--- src/design/jssl_pkg.sv ---
// Shared types and constants for the joint setpoint slew limiter.
// No dependencies; every other design file refers to this package by scoped names.
package jssl_pkg;

    localparam int NUM_JOINTS    = 8;
    localparam int POS_FRAC_BITS = 12;
    localparam int ANGLE_W       = 16;
    localparam int DIFF_W        = ANGLE_W + 1;
    localparam int STEP_W        = 12;
    localparam int TIMEOUT_W     = 16;
    localparam int IDLE_W        = 17;
    localparam int CMD_W         = 2;
    localparam int MAGIC_W       = 32;
    localparam int CFG_IDX_W     = 1;
    localparam int CFG_DATA_W    = 16;
    localparam int IN_DATA_W     = MAGIC_W + NUM_JOINTS * ANGLE_W + NUM_JOINTS;
    localparam int OUT_DATA_W    = NUM_JOINTS * ANGLE_W;

    // 0.012 rad rounded to the nearest LSB
    localparam int STEP_RESET_I  = (12 * (1 << POS_FRAC_BITS) + 500) / 1000;
    localparam logic [STEP_W-1:0]    STEP_RESET    = STEP_W'(STEP_RESET_I);
    // 0.35 s at 250 Hz, truncated
    localparam logic [TIMEOUT_W-1:0] TIMEOUT_RESET = TIMEOUT_W'((350 * 250) / 1000);
    localparam logic [IDLE_W-1:0]    IDLE_MAX      = {IDLE_W{1'b1}};
    localparam logic [MAGIC_W-1:0]   PKT_HEADER    = 32'h4831_4152;

    localparam logic [CMD_W-1:0] CMD_PACKET = 2'd0;
    localparam logic [CMD_W-1:0] CMD_TICK   = 2'd1;
    localparam logic [CMD_W-1:0] CMD_SEED   = 2'd2;

    localparam logic [CFG_IDX_W-1:0] REG_STEP_LIM = 1'd0;
    localparam logic [CFG_IDX_W-1:0] REG_TIMEOUT  = 1'd1;

    typedef logic signed [ANGLE_W-1:0] angle_t;

    // Common control for all lanes for one accepted beat
    typedef struct packed {
        logic              seed;
        logic              tick;
        logic              expired;
        logic [STEP_W-1:0] step_lim;
    } lane_ctrl_t;

    // Output buffer status toward the top level
    typedef struct packed {
        logic main_valid;
        logic skid_valid;
    } merge_stat_t;

endpackage

--- src/design/jssl_lane.sv ---
// One joint lane: goal and output angle registers and the clamped step.
// Depends on jssl_pkg.
module jssl_lane
(
    input  logic                clk,
    input  logic                rst_n,
    input  jssl_pkg::lane_ctrl_t ctrl,
    input  logic                load_goal,
    input  jssl_pkg::angle_t    target,
    output jssl_pkg::angle_t    sent
);

    jssl_pkg::angle_t goal_reg, goal_next;
    jssl_pkg::angle_t out_reg, out_next;
    jssl_pkg::angle_t goal_eff;
    jssl_pkg::angle_t stepped;
    logic signed [jssl_pkg::DIFF_W-1:0] diff, lim_p, lim_n, step;

    always_comb
    begin
        // watchdog pins the goal to the current output
        goal_eff = ctrl.expired ? out_reg : goal_reg;
        diff  = {goal_eff[jssl_pkg::ANGLE_W-1], goal_eff}
              - {out_reg[jssl_pkg::ANGLE_W-1], out_reg};
        lim_p = {{(jssl_pkg::DIFF_W - jssl_pkg::STEP_W){1'b0}}, ctrl.step_lim};
        lim_n = -lim_p;
        if (diff > lim_p)
        begin
            step = lim_p;
        end
        else if (diff < lim_n)
        begin
            step = lim_n;
        end
        else
        begin
            step = diff;
        end
        stepped = out_reg + step[jssl_pkg::ANGLE_W-1:0];
    end

    always_comb
    begin
        goal_next = goal_reg;
        out_next  = out_reg;
        if (ctrl.seed)
        begin
            goal_next = target;
            out_next  = target;
        end
        else if (ctrl.tick)
        begin
            goal_next = goal_eff;
            out_next  = stepped;
        end
        else if (load_goal)
        begin
            goal_next = target;
        end
    end

    always_ff @(posedge clk or negedge rst_n)
    begin
        if (!rst_n)
        begin
            goal_reg <= '0;
            out_reg  <= '0;
        end
        else
        begin
            goal_reg <= goal_next;
            out_reg  <= out_next;
        end
    end

    assign sent = stepped;

endmodule

--- src/design/jssl_merge.sv ---
// Merge stage: packs the eight lane results and the watchdog flag into one
// beat, held in an output register backed by a skid register. Depends on jssl_pkg.
module jssl_merge
(
    input  logic                                  clk,
    input  logic                                  rst_n,
    input  logic                                  produce,
    input  logic [jssl_pkg::OUT_DATA_W-1:0]       lane_data,
    input  logic                                  expired,
    output jssl_pkg::merge_stat_t                 stat,
    output logic                                  m_tvalid,
    input  logic                                  m_tready,
    output logic [jssl_pkg::OUT_DATA_W-1:0]       m_tdata,
    output logic [0:0]                            m_tuser
);

    logic                              main_valid_reg, main_valid_next;
    logic                              skid_valid_reg, skid_valid_next;
    logic [jssl_pkg::OUT_DATA_W-1:0]   main_data_reg, main_data_next;
    logic [jssl_pkg::OUT_DATA_W-1:0]   skid_data_reg, skid_data_next;
    logic                              main_flag_reg, main_flag_next;
    logic                              skid_flag_reg, skid_flag_next;
    logic                              main_free;

    always_comb
    begin
        main_free       = !main_valid_reg || m_tready;
        main_valid_next = main_valid_reg;
        skid_valid_next = skid_valid_reg;
        main_data_next  = main_data_reg;
        main_flag_next  = main_flag_reg;
        skid_data_next  = skid_data_reg;
        skid_flag_next  = skid_flag_reg;
        if (main_free)
        begin
            if (skid_valid_reg)
            begin
                // input is stalled while the skid holds a beat
                main_valid_next = 1'b1;
                main_data_next  = skid_data_reg;
                main_flag_next  = skid_flag_reg;
                skid_valid_next = 1'b0;
            end
            else
            begin
                main_valid_next = produce;
                main_data_next  = lane_data;
                main_flag_next  = expired;
            end
        end
        else if (produce)
        begin
            skid_valid_next = 1'b1;
            skid_data_next  = lane_data;
            skid_flag_next  = expired;
        end
    end

    always_ff @(posedge clk or negedge rst_n)
    begin
        if (!rst_n)
        begin
            main_valid_reg <= 1'b0;
            skid_valid_reg <= 1'b0;
        end
        else
        begin
            main_valid_reg <= main_valid_next;
            skid_valid_reg <= skid_valid_next;
        end
    end

    always_ff @(posedge clk)
    begin
        main_data_reg <= main_data_next;
        main_flag_reg <= main_flag_next;
        skid_data_reg <= skid_data_next;
        skid_flag_reg <= skid_flag_next;
    end

    assign stat.main_valid = main_valid_reg;
    assign stat.skid_valid = skid_valid_reg;
    assign m_tvalid   = main_valid_reg;
    assign m_tdata    = main_data_reg;
    assign m_tuser[0] = main_flag_reg;

endmodule

--- src/design/joint_setpoint_slew_limiter_top.sv ---
// Channel   Dir  Beat contents (low bits first)
// s_*       in   tuser: cmd; tdata: magic, target_0..7, target_valid
// m_*       out  tuser: timed_out; tdata: sent_0..7
// cfg_*     in   index 0 step limit, index 1 timeout ticks, one write per cycle
//
// One beat per cycle while s_tready is high: all eight lanes step in the cycle a tick is accepted,
// and lane and watchdog state is final at that edge, so the next beat follows directly.
// A tick result is registered into the m_* output register when that is free; a skid register
// absorbs one result while m_tready is low, then s_tready drops.
// Reset clears angles to zero and saturates the idle count (watchdog expired).
// Top level: watchdog, config registers, eight lanes and merge stage.
// Depends on jssl_pkg, jssl_lane, jssl_merge.
module joint_setpoint_slew_limiter_top
(
    input  logic                                clk,
    input  logic                                rst_n,
    input  logic                                s_tvalid,
    output logic                                s_tready,
    // magic, target_0 .. target_7, target_valid
    input  logic [jssl_pkg::IN_DATA_W-1:0]      s_tdata,
    // cmd
    input  logic [jssl_pkg::CMD_W-1:0]          s_tuser,
    output logic                                m_tvalid,
    input  logic                                m_tready,
    // sent_0 .. sent_7
    output logic [jssl_pkg::OUT_DATA_W-1:0]     m_tdata,
    // timed_out
    output logic [0:0]                          m_tuser,
    input  logic                                cfg_we,
    input  logic [jssl_pkg::CFG_IDX_W-1:0]      cfg_index,
    input  logic [jssl_pkg::CFG_DATA_W-1:0]     cfg_data
);

    localparam int VALID_LSB = jssl_pkg::MAGIC_W + jssl_pkg::NUM_JOINTS * jssl_pkg::ANGLE_W;

    logic [jssl_pkg::STEP_W-1:0]    step_lim_reg, step_lim_next;
    logic [jssl_pkg::TIMEOUT_W-1:0] timeout_reg, timeout_next;
    logic [jssl_pkg::IDLE_W-1:0]    idle_count_reg, idle_count_next;

    logic                           accept, pkt_ok, is_tick, is_seed, expired;
    logic [jssl_pkg::MAGIC_W-1:0]   magic;
    logic [jssl_pkg::NUM_JOINTS-1:0] tgt_valid;
    jssl_pkg::lane_ctrl_t           ctrl;
    jssl_pkg::merge_stat_t          stat;
    logic [jssl_pkg::OUT_DATA_W-1:0] lane_data;

    assign s_tready  = !stat.skid_valid;
    assign accept    = s_tvalid && s_tready;
    assign magic     = s_tdata[jssl_pkg::MAGIC_W-1:0];
    assign tgt_valid = s_tdata[VALID_LSB +: jssl_pkg::NUM_JOINTS];
    assign pkt_ok    = accept && (s_tuser == jssl_pkg::CMD_PACKET)
                     && (magic == jssl_pkg::PKT_HEADER);
    assign is_tick   = accept && (s_tuser == jssl_pkg::CMD_TICK);
    assign is_seed   = accept && (s_tuser == jssl_pkg::CMD_SEED);
    assign expired   = idle_count_reg > {1'b0, timeout_reg};

    assign ctrl.seed     = is_seed;
    assign ctrl.tick     = is_tick;
    assign ctrl.expired  = is_tick && expired;
    assign ctrl.step_lim = step_lim_reg;

    always_comb
    begin
        idle_count_next = idle_count_reg;
        if (pkt_ok)
        begin
            idle_count_next = '0;
        end
        else if (is_tick && (idle_count_reg != jssl_pkg::IDLE_MAX))
        begin
            idle_count_next = idle_count_reg + 1'b1;
        end
    end

    always_comb
    begin
        step_lim_next = step_lim_reg;
        timeout_next  = timeout_reg;
        if (cfg_we)
        begin
            case (cfg_index)
                jssl_pkg::REG_STEP_LIM: step_lim_next = cfg_data[jssl_pkg::STEP_W-1:0];
                jssl_pkg::REG_TIMEOUT:  timeout_next  = cfg_data[jssl_pkg::TIMEOUT_W-1:0];
                default: ;
            endcase
        end
    end

    always_ff @(posedge clk or negedge rst_n)
    begin
        if (!rst_n)
        begin
            step_lim_reg   <= jssl_pkg::STEP_RESET;
            timeout_reg    <= jssl_pkg::TIMEOUT_RESET;
            idle_count_reg <= jssl_pkg::IDLE_MAX;
        end
        else
        begin
            step_lim_reg   <= step_lim_next;
            timeout_reg    <= timeout_next;
            idle_count_reg <= idle_count_next;
        end
    end

    genvar gi;
    generate
        for (gi = 0; gi < jssl_pkg::NUM_JOINTS; gi++)
        begin : g_lane
            jssl_pkg::angle_t lane_sent;

            jssl_lane u_lane
            (
                .clk       (clk),
                .rst_n     (rst_n),
                .ctrl      (ctrl),
                .load_goal (pkt_ok && tgt_valid[gi]),
                .target    (s_tdata[jssl_pkg::MAGIC_W + gi*jssl_pkg::ANGLE_W
                                    +: jssl_pkg::ANGLE_W]),
                .sent      (lane_sent)
            );

            assign lane_data[gi*jssl_pkg::ANGLE_W +: jssl_pkg::ANGLE_W] = lane_sent;
        end
    endgenerate

    jssl_merge u_merge
    (
        .clk       (clk),
        .rst_n     (rst_n),
        .produce   (is_tick),
        .lane_data (lane_data),
        .expired   (expired),
        .stat      (stat),
        .m_tvalid  (m_tvalid),
        .m_tready  (m_tready),
        .m_tdata   (m_tdata),
        .m_tuser   (m_tuser)
    );

    // a beat in the skid register implies the output register is full
    a_skid_needs_main: assert property (@(posedge clk) disable iff (!rst_n)
        stat.skid_valid |-> stat.main_valid)
        else $error("skid holds a beat while output register is empty");

    // a tick arriving while the output is stalled must land in the skid
    a_tick_to_skid: assert property (@(posedge clk) disable iff (!rst_n)
        (is_tick && m_tvalid && !m_tready) |=> stat.skid_valid)
        else $error("tick result lost under output stall");

    // a good packet restarts the watchdog
    a_pkt_clears_idle: assert property (@(posedge clk) disable iff (!rst_n)
        pkt_ok |=> (idle_count_reg == '0))
        else $error("idle count not cleared by packet");

    // a tick never lowers the idle count
    a_tick_counts_up: assert property (@(posedge clk) disable iff (!rst_n)
        is_tick |=> (idle_count_reg >= $past(idle_count_reg)))
        else $error("idle count dropped on tick");

endmodule

--- config.mk ---
export PLATFORM = sky130hd
export DESIGN_NAME = joint_setpoint_slew_limiter_top
export DESIGN_NICKNAME = d
export VERILOG_FILES = /design/src/design/jssl_pkg.sv /design/src/design/jssl_lane.sv /design/src/design/jssl_merge.sv /design/src/design/joint_setpoint_slew_limiter_top.sv
export SDC_FILE = /design/constraint.sdc
export NUM_CORES = 2
export LEC_CHECK = 0
export BUFFER_PORTS_ARGS = -buffer_cell sky130_fd_sc_hd__buf_4
export CAP_MARGIN = 15
export CELL_PAD_IN_SITES_DETAIL_PLACEMENT = 1
export CELL_PAD_IN_SITES_GLOBAL_PLACEMENT = 2
export CORE_ASPECT_RATIO = 0.7
export CORE_MARGIN = 2
export CORE_UTILIZATION = 39
export CTS_CLUSTER_DIAMETER = 60
export CTS_CLUSTER_SIZE = 16
export DETAILED_ROUTE_END_ITERATION = 16
export PLACE_DENSITY = 0.8
export REMOVE_ABC_BUFFERS = 1
export SLEW_MARGIN = 30
export SYNTH_ARGS = -nofsm -noshare
export SYNTH_HDL_FRONTEND = slang
export SYNTH_SLANG_ARGS = --single-unit
--- constraint.sdc ---
create_clock -name clk -period 12.15 [get_ports clk]
set_clock_uncertainty 0.2 [all_clocks]
set_input_delay 1.8225 -clock clk [delete_from_list [all_inputs] [get_ports clk]]
set_output_delay 1.8225 -clock clk [all_outputs]
set_load 0.03 [all_outputs]
Yosys cells after proc, flatten, opt, wreduce, memory -nomap -nowiden
Cells that the tools add are included.
{"block": "totals", "reg_bits": 561, "input_bits": 192, "output_inout_bits": 131, "wordCells": 170}
{"block": "op_classes", "add_sub_neg": 18, "magnitude_cmp": 17, "eq_ne": 4, "mux": 71, "n_bitwise": 2, "n_reduce_logical": 33}
{"cell": "$mux W16", "count": 64}
{"cell": "$gt A17 B13 Y1", "count": 8}
{"cell": "$lt A17 B17 Y1", "count": 8}
{"cell": "$sub A16 B16 Y17", "count": 8}
{"cell": "$add A16 B16 Y16", "count": 8}
{"cell": "$mux W128", "count": 1}
{"cell": "$mux W17", "count": 2}
{"cell": "$eq A32 B31 Y1 const B", "count": 1}
{"cell": "$reduce_bool A3 Y1", "count": 8}
{"cell": "$add A17 B1 Y17 const B", "count": 1}
{"cell": "$gt A17 B16 Y1", "count": 1}
{"cell": "$ne A17 B17 Y1 const B", "count": 1}
{"cell": "$neg A12 Y17", "count": 1}
{"cell": "$logic_and A1 B1 Y1", "count": 15}
{"cell": "$reduce_and A2 Y1", "count": 3}
{"cell": "$reduce_bool A2 Y1", "count": 3}
{"cell": "$mux W1", "count": 4}
{"cell": "$eq A2 B1 Y1 const B", "count": 1}
{"cell": "$eq A2 B2 Y1 const B", "count": 1}
{"cell": "$logic_not A1 Y1", "count": 2}
{"cell": "$logic_not A2 Y1", "count": 1}
{"cell": "$not A1 Y1", "count": 2}
{"cell": "$logic_or A1 B1 Y1", "count": 1}

Logic depth before layout (Yosys ltp)
{"block": "logic_depth", "depth_word": 12, "depth_mapped": 47, "ltp_nobuf": 44}

By module
Synthesis repeated with hierarchy kept, for this count alone.
{"block": "unflattened", "hier_cells": 4992, "hier_area_um2": 47229.0}
{"mod": "jssl_lane at g_lane[0].u_lane ...", "n_inst": 4, "cells_each": 538, "area_each_um2": 4391.7, "seq_area_each_um2": 800.8}
{"mod": "jssl_merge", "n_inst": 1, "cells_each": 411, "area_each_um2": 9425.3, "seq_area_each_um2": 7797.5}
{"mod": "jssl_lane at g_lane[6].u_lane", "n_inst": 1, "cells_each": 561, "area_each_um2": 4580.6, "seq_area_each_um2": 800.8}
{"mod": "jssl_lane at g_lane[1].u_lane", "n_inst": 1, "cells_each": 574, "area_each_um2": 4538.1, "seq_area_each_um2": 800.8}
{"mod": "jssl_lane at g_lane[2].u_lane", "n_inst": 1, "cells_each": 527, "area_each_um2": 4289.1, "seq_area_each_um2": 800.8}
{"mod": "jssl_lane at g_lane[7].u_lane", "n_inst": 1, "cells_each": 533, "area_each_um2": 4256.6, "seq_area_each_um2": 800.8}
{"mod": "joint_setpoint_slew_limiter_top", "n_inst": 1, "cells_each": 234, "area_each_um2": 2572.5, "seq_area_each_um2": 1157.4}

Worst setup path after synthesis
No wires, ideal clock.
{"block": "synth_timing", "kind": "in2reg", "startpoint": "in m_tready", "endpoint": "reg u_merge.skid_data_reg[0] in the netlist's numbering, enable pin", "setup_ps": 1282, "arrival_ps": 10986, "t_required_ps": 10668, "setup_slack_ps": -317, "path_stages": 2, "path_buffers": 0, "path_cell_list": "nand2b_1 > nor2_1"}
{"block": "synth_between", "elab_chain_len": 3}
{"element": "start, declared", "line": "joint_setpoint_slew_limiter_top.sv:24", "source": "input logic m_tready,"}
{"element": "$logic_or A1 B1 Y1", "line": "jssl_merge.sv:27", "source": "main_free = !main_valid_reg || m_tready;"}
{"element": "$not A1 Y1 (no line)"}
{"element": "$reduce_and A2 Y1 (no line)"}
{"element": "end signal, assigned", "line": "jssl_merge.sv:77", "source": "skid_data_reg <= skid_data_next;"}
{"element": "end, declared", "line": "jssl_merge.sv:20", "source": "logic [jssl_pkg::OUT_DATA_W-1:0] skid_data_reg, skid_data_next;"}
No other way between the ends.
A chain may end at the register's enable or synchronous reset.

Worst setup path in the final report
{"block": "layout_timing", "startpoint": "reg timeout_reg[1] in the netlist's numbering", "endpoint": "reg u_merge.main_data_reg, in the netlist u_merge.m_tdata[79] (data pin)"}
{"block": "layout_between", "elab_chain_len": 9, "word_cells_on_any_way": 10, "cone_classes": "add/sub: 2; order compare: 3; mux: 4; reduce/logical: 1"}
{"element": "start, declared", "line": "joint_setpoint_slew_limiter_top.sv:37", "source": "logic [jssl_pkg::TIMEOUT_W-1:0] timeout_reg, timeout_next;"}
{"element": "start signal, assigned", "line": "joint_setpoint_slew_limiter_top.sv:94", "source": "timeout_reg <= jssl_pkg::TIMEOUT_RESET;"}
{"element": "start signal, assigned", "line": "joint_setpoint_slew_limiter_top.sv:100", "source": "timeout_reg <= timeout_next;"}
{"element": "$gt A17 B16 Y1 (*)", "line": "joint_setpoint_slew_limiter_top.sv:55", "source": "assign expired = idle_count_reg > {1'b0, timeout_reg};"}
{"element": "named net expired", "line": "joint_setpoint_slew_limiter_top.sv:40", "source": "logic accept, pkt_ok, is_tick, is_seed, expired;"}
{"element": "$logic_and A1 B1 Y1 (*)", "line": "joint_setpoint_slew_limiter_top.sv:59", "source": "assign ctrl.expired = is_tick && expired;"}
{"element": "$mux W16 (*)", "line": "jssl_lane.sv:22", "source": "goal_eff = ctrl.expired ? out_reg : goal_reg;"}
{"element": "$sub A16 B16 Y17 (*)", "line": "jssl_lane.sv:24", "source": "- {out_reg[jssl_pkg::ANGLE_W-1], out_reg};"}
{"element": "$lt A17 B17 Y1", "line": "jssl_lane.sv:31", "source": "else if (diff < lim_n)"}
{"element": "$mux W16", "line": "jssl_lane.sv:31"}
{"element": "$mux W16 (*)", "line": "jssl_lane.sv:27", "source": "if (diff > lim_p)"}
{"element": "$add A16 B16 Y16 (*)", "line": "jssl_lane.sv:39", "source": "stepped = out_reg + step[jssl_pkg::ANGLE_W-1:0];"}
{"element": "named net g_lane[4].lane_sent[15]", "line": "joint_setpoint_slew_limiter_top.sv:109", "source": "jssl_pkg::angle_t lane_sent;"}
{"element": "$mux W128 (*)", "line": "jssl_merge.sv:36", "source": "if (skid_valid_reg)"}
{"element": "end signal, assigned", "line": "jssl_merge.sv:75", "source": "main_data_reg <= main_data_next;"}
{"element": "end, declared", "line": "jssl_merge.sv:19", "source": "logic [jssl_pkg::OUT_DATA_W-1:0] main_data_reg, main_data_next;"}
Mark *: on every way through the listed nets, which the timed path passes. The rest lies on a longest branch.

==> parameters.txt <==
Parameter                              Value

Status
  Run status    finished clean

Final layout
  Post-layout nets    5622
  Area of all placed cells without fillers    48500 µm²
  Synthesis-to-finish area growth    15.1%
  Number of cells in the finished layout apart from fillers    6393
  Share of layout cells above drive strength 1    13.0%
  Fillers    12300

Route
  Total number of vias    37700
  First-pass detailed-route iteration total    9
  Total wire length    157 mm
  1st-iter DRT viols    3350
  Routed via count divided by cell count    5.90
  Remaining routing DRC violations    0
  Wire length per cell after detailed routing    24.6 µm
  Post-detailed-route count of antenna-violating nets    0

Worst setup path
  Cell family contributing the most delay on the critical path    compound AO/OA/AOI/OAI gates
  Worst-path cell with the longest stage delay    sky130_fd_sc_hd__o41ai_4
  Largest fanout of any net on the critical path    94
  Worst endpoint data arrival time    11230 ps
  Startpoint Class    register
  Required time of the worst setup path    12370 ps
  Worst Path Class, Setup    register to register
  Critical path startpoint    timeout_reg[1]
  Beginning of the worst register-to-register path    timeout_reg[1]
  Most prevalent standard cell on the critical path    sky130_fd_sc_hd__o21a_1
  Crit path buf inv count    4
  Worst r2r path cells    40
  Critical Path Sink Type    register
  R2R Path End    u_merge.m_tdata[79]
  R2r setup slk    1130 ps
  Slowest stage delay, CP    740 ps

Global route
  Pin count of the biggest net entering global routing    95
  GRT Util Overall    27.9%
  Wire length of the first global-routing pass    239 mm
  Via count of the first global-routing pass    38300
  Remaining global-route overflow    0
  Initial antenna violation count    11

Synth
  Mapped cell area    42100 µm²
  Count of different cell masters after synthesis    82
  Sequential fraction of the synthesis area    36.5%
  Most used standard cell by instance count after synthesis    sky130_fd_sc_hd__o21ai_0
  Post-Synthesis Cells    4614
  Most area-consuming cells after synthesis    sky130_fd_sc_hd__edfxtp_1 (18%), sky130_fd_sc_hd__dfrtp_1 (17%), sky130_fd_sc_hd__ha_1 (15%)
  Synthesized area per cell    9.12 µm²
  Most common library cells after synthesis    sky130_fd_sc_hd__o21ai_0 (503), sky130_fd_sc_hd__ha_1 (498), sky130_fd_sc_hd__inv_1 (484), sky130_fd_sc_hd__nand2_1 (416), sky130_fd_sc_hd__a21oi_1 (313)
  Warnings, synthesis    0
  Area share of the largest cell type after synthesis    18.4%
  Largest area contributor in the netlist    sky130_fd_sc_hd__edfxtp_1
  Register bit total from synthesis    561
  Top_reg_cell synth    sky130_fd_sc_hd__dfrtp_1
  Proportion of register bits with asynchronous set or reset after synthesis    54.0%
  EDFF count, synth    258

STA
  Final hold violation count    0
  Final-report setup violation count    0
  Shortest period the worst path allows    11020 ps
  Portion of the clock cycle consumed by the worst path in the final layout    90.7%
  Slew at the pin with the worst max-slew slack    943 ps
  Max_slew headroom    37.0%
  Post-Route Hold Slack    295 ps
  Final Max Slew Viols    0
  Maximum frequency from static timing analysis    90.8 MHz
  Unrepaired setup endpoints after global routing    false

CTS
  TritonCTS clock tree    yes
  Number of buffers created by CTS    54
  Worst skew pair latency    660 ps
  CTS Hold Buffers Added    0
  CTS-repair resized insts    0
  Clock-pin slew reported for the worst setup and hold paths after clock tree synthesis    70 ps
  Total number of H-tree levels    2
  Bufs on Longest Clock Path    3
  CTS Root Cell    sky130_fd_sc_hd__clkbuf_16
  Buffers inserted by post-CTS timing repair    0
  CTS sink count    561

Place
  Inst Count DP    6288
  Detail Placement HPWL    118 mm
  Placer congestion estimate    0.936
  Buffers added on ports    322
  Cell area after placement    46600 µm²

Floorplan
  Count of boundary I/O pins    323
  Initial Util    39.5%
  Width of the die    397 µm
  Core region area    107000 µm²
  Cell row count    100
  Die outline height    279 µm
  Die area    111000 µm²

Hold path
  Endpoint of the worst hold-timing path    g_lane[6].u_lane.goal_reg[3]
  Worst hold path startpoint    g_lane[6].u_lane.goal_reg[3]
  Type of the tightest min-delay check    register to register
  Worst hold path stage count    2

Job
  Max capacitance violation total    0
[layout make-up]
| cell class | instances | area (µm²) | share of cell area (%) |
|---|---|---|---|
| Antenna cell | 3 | 7.51 | 0.0155 |
| Clock buffer | 74 | 1530 | 3.16 |
| Clock inverter | 28 | 299 | 0.617 |
| Inverter | 488 | 1830 | 3.78 |
| Multi-Input combinational cell | 3379 | 24300 | 50.2 |
| Sequential cell | 561 | 15400 | 31.7 |
| Tap cell | 1428 | 1790 | 3.69 |
| Timing Repair Buffer | 432 | 3310 | 6.82 |
[layer usage]
metal  GRT usage, %  vias up  wire length, µm
met2           43.3     1099            68400
met3           5.45      222            11900
li1               -    17600                -
met5              0        -               58
met4           7.70       10             4360
met1           39.4    18800            72300
[stage by stage]
step / worst slack [ps] / util, % / setup TNS (ps)
after floorplan: -5390 / - / -1683150
after global routing: 362 / 45.5 / 0
after CTS: 1250 / 45.4 / 0
after detailed placement: 1300 / 43.7 / 0
final: 1130 / 45.5 / 0
after global placement: 1490 / 43.7 / 0
[cell families (layout without fill, tap and decap cells)]
group | count (synthesis) | count (layout) | share of synthesized area [%]
AOI/OAI and AO/OA | 1509 | 1509 | 23.4
xor gates and xnor gates | 224 | 224 | 4.66
adders and majority gates | 514 | 514 | 15.6
buffers and inverters | 674 | 1022 | 6.02
DFF | 561 | 561 | 36.5
muxes | 106 | 106 | 2.67
other | 0 | 3 | 0
and+or+nand+nor | 1026 | 1026 | 11.2
[cell usage in the layout, fill, tap and decap left out, drive strengths merged, types with 19 or more instances in the layout]
cell / Yosys / final
a211oi: 57 / 57
a21o: 65 / 65
a21oi: 313 / 313
a221o: 22 / 22
a222oi: 128 / 128
a22oi: 112 / 112
a31oi: 29 / 29
and3: 19 / 19
buf: 21 / 432
clkbuf: 165 / 74
dfrtp: 278 / 278
dfstp: 25 / 25
edfxtp: 258 / 258
ha: 498 / 498
inv: 486 / 501
mux2: 50 / 50
mux2i: 56 / 56
nand2: 416 / 416
nand2b: 21 / 21
nand3: 60 / 60
nand4: 38 / 38
nor2: 230 / 230
nor2b: 55 / 55
nor3: 90 / 90
o211ai: 29 / 29
o21a: 67 / 67
o21ai: 505 / 505
o21bai: 43 / 43
or3: 23 / 23
xnor2: 121 / 121
xor2: 103 / 103
[worst max-delay path by stage]
stage | endpoint | depth (start not counted)
floorplan | u_merge.m_tdata[79] | 31
global placement | u_merge.m_tdata[79] | 34
detailed placement | u_merge.m_tdata[79] | 40
CTS | u_merge.m_tdata[79] | 40
global route | u_merge.m_tdata[79] | 40
finish | u_merge.m_tdata[79] | 40
[worst min-delay path, stage by stage, from the launching register on]
cell and delay [ps]:
sky130_fd_sc_hd__dfrtp_1 340, sky130_fd_sc_hd__a222oi_1 70, sky130_fd_sc_hd__inv_1 50
Power is left out: the tool's default activity adds up to more than one toggle a clock period on the data nets, which glitch-free logic cannot reach.
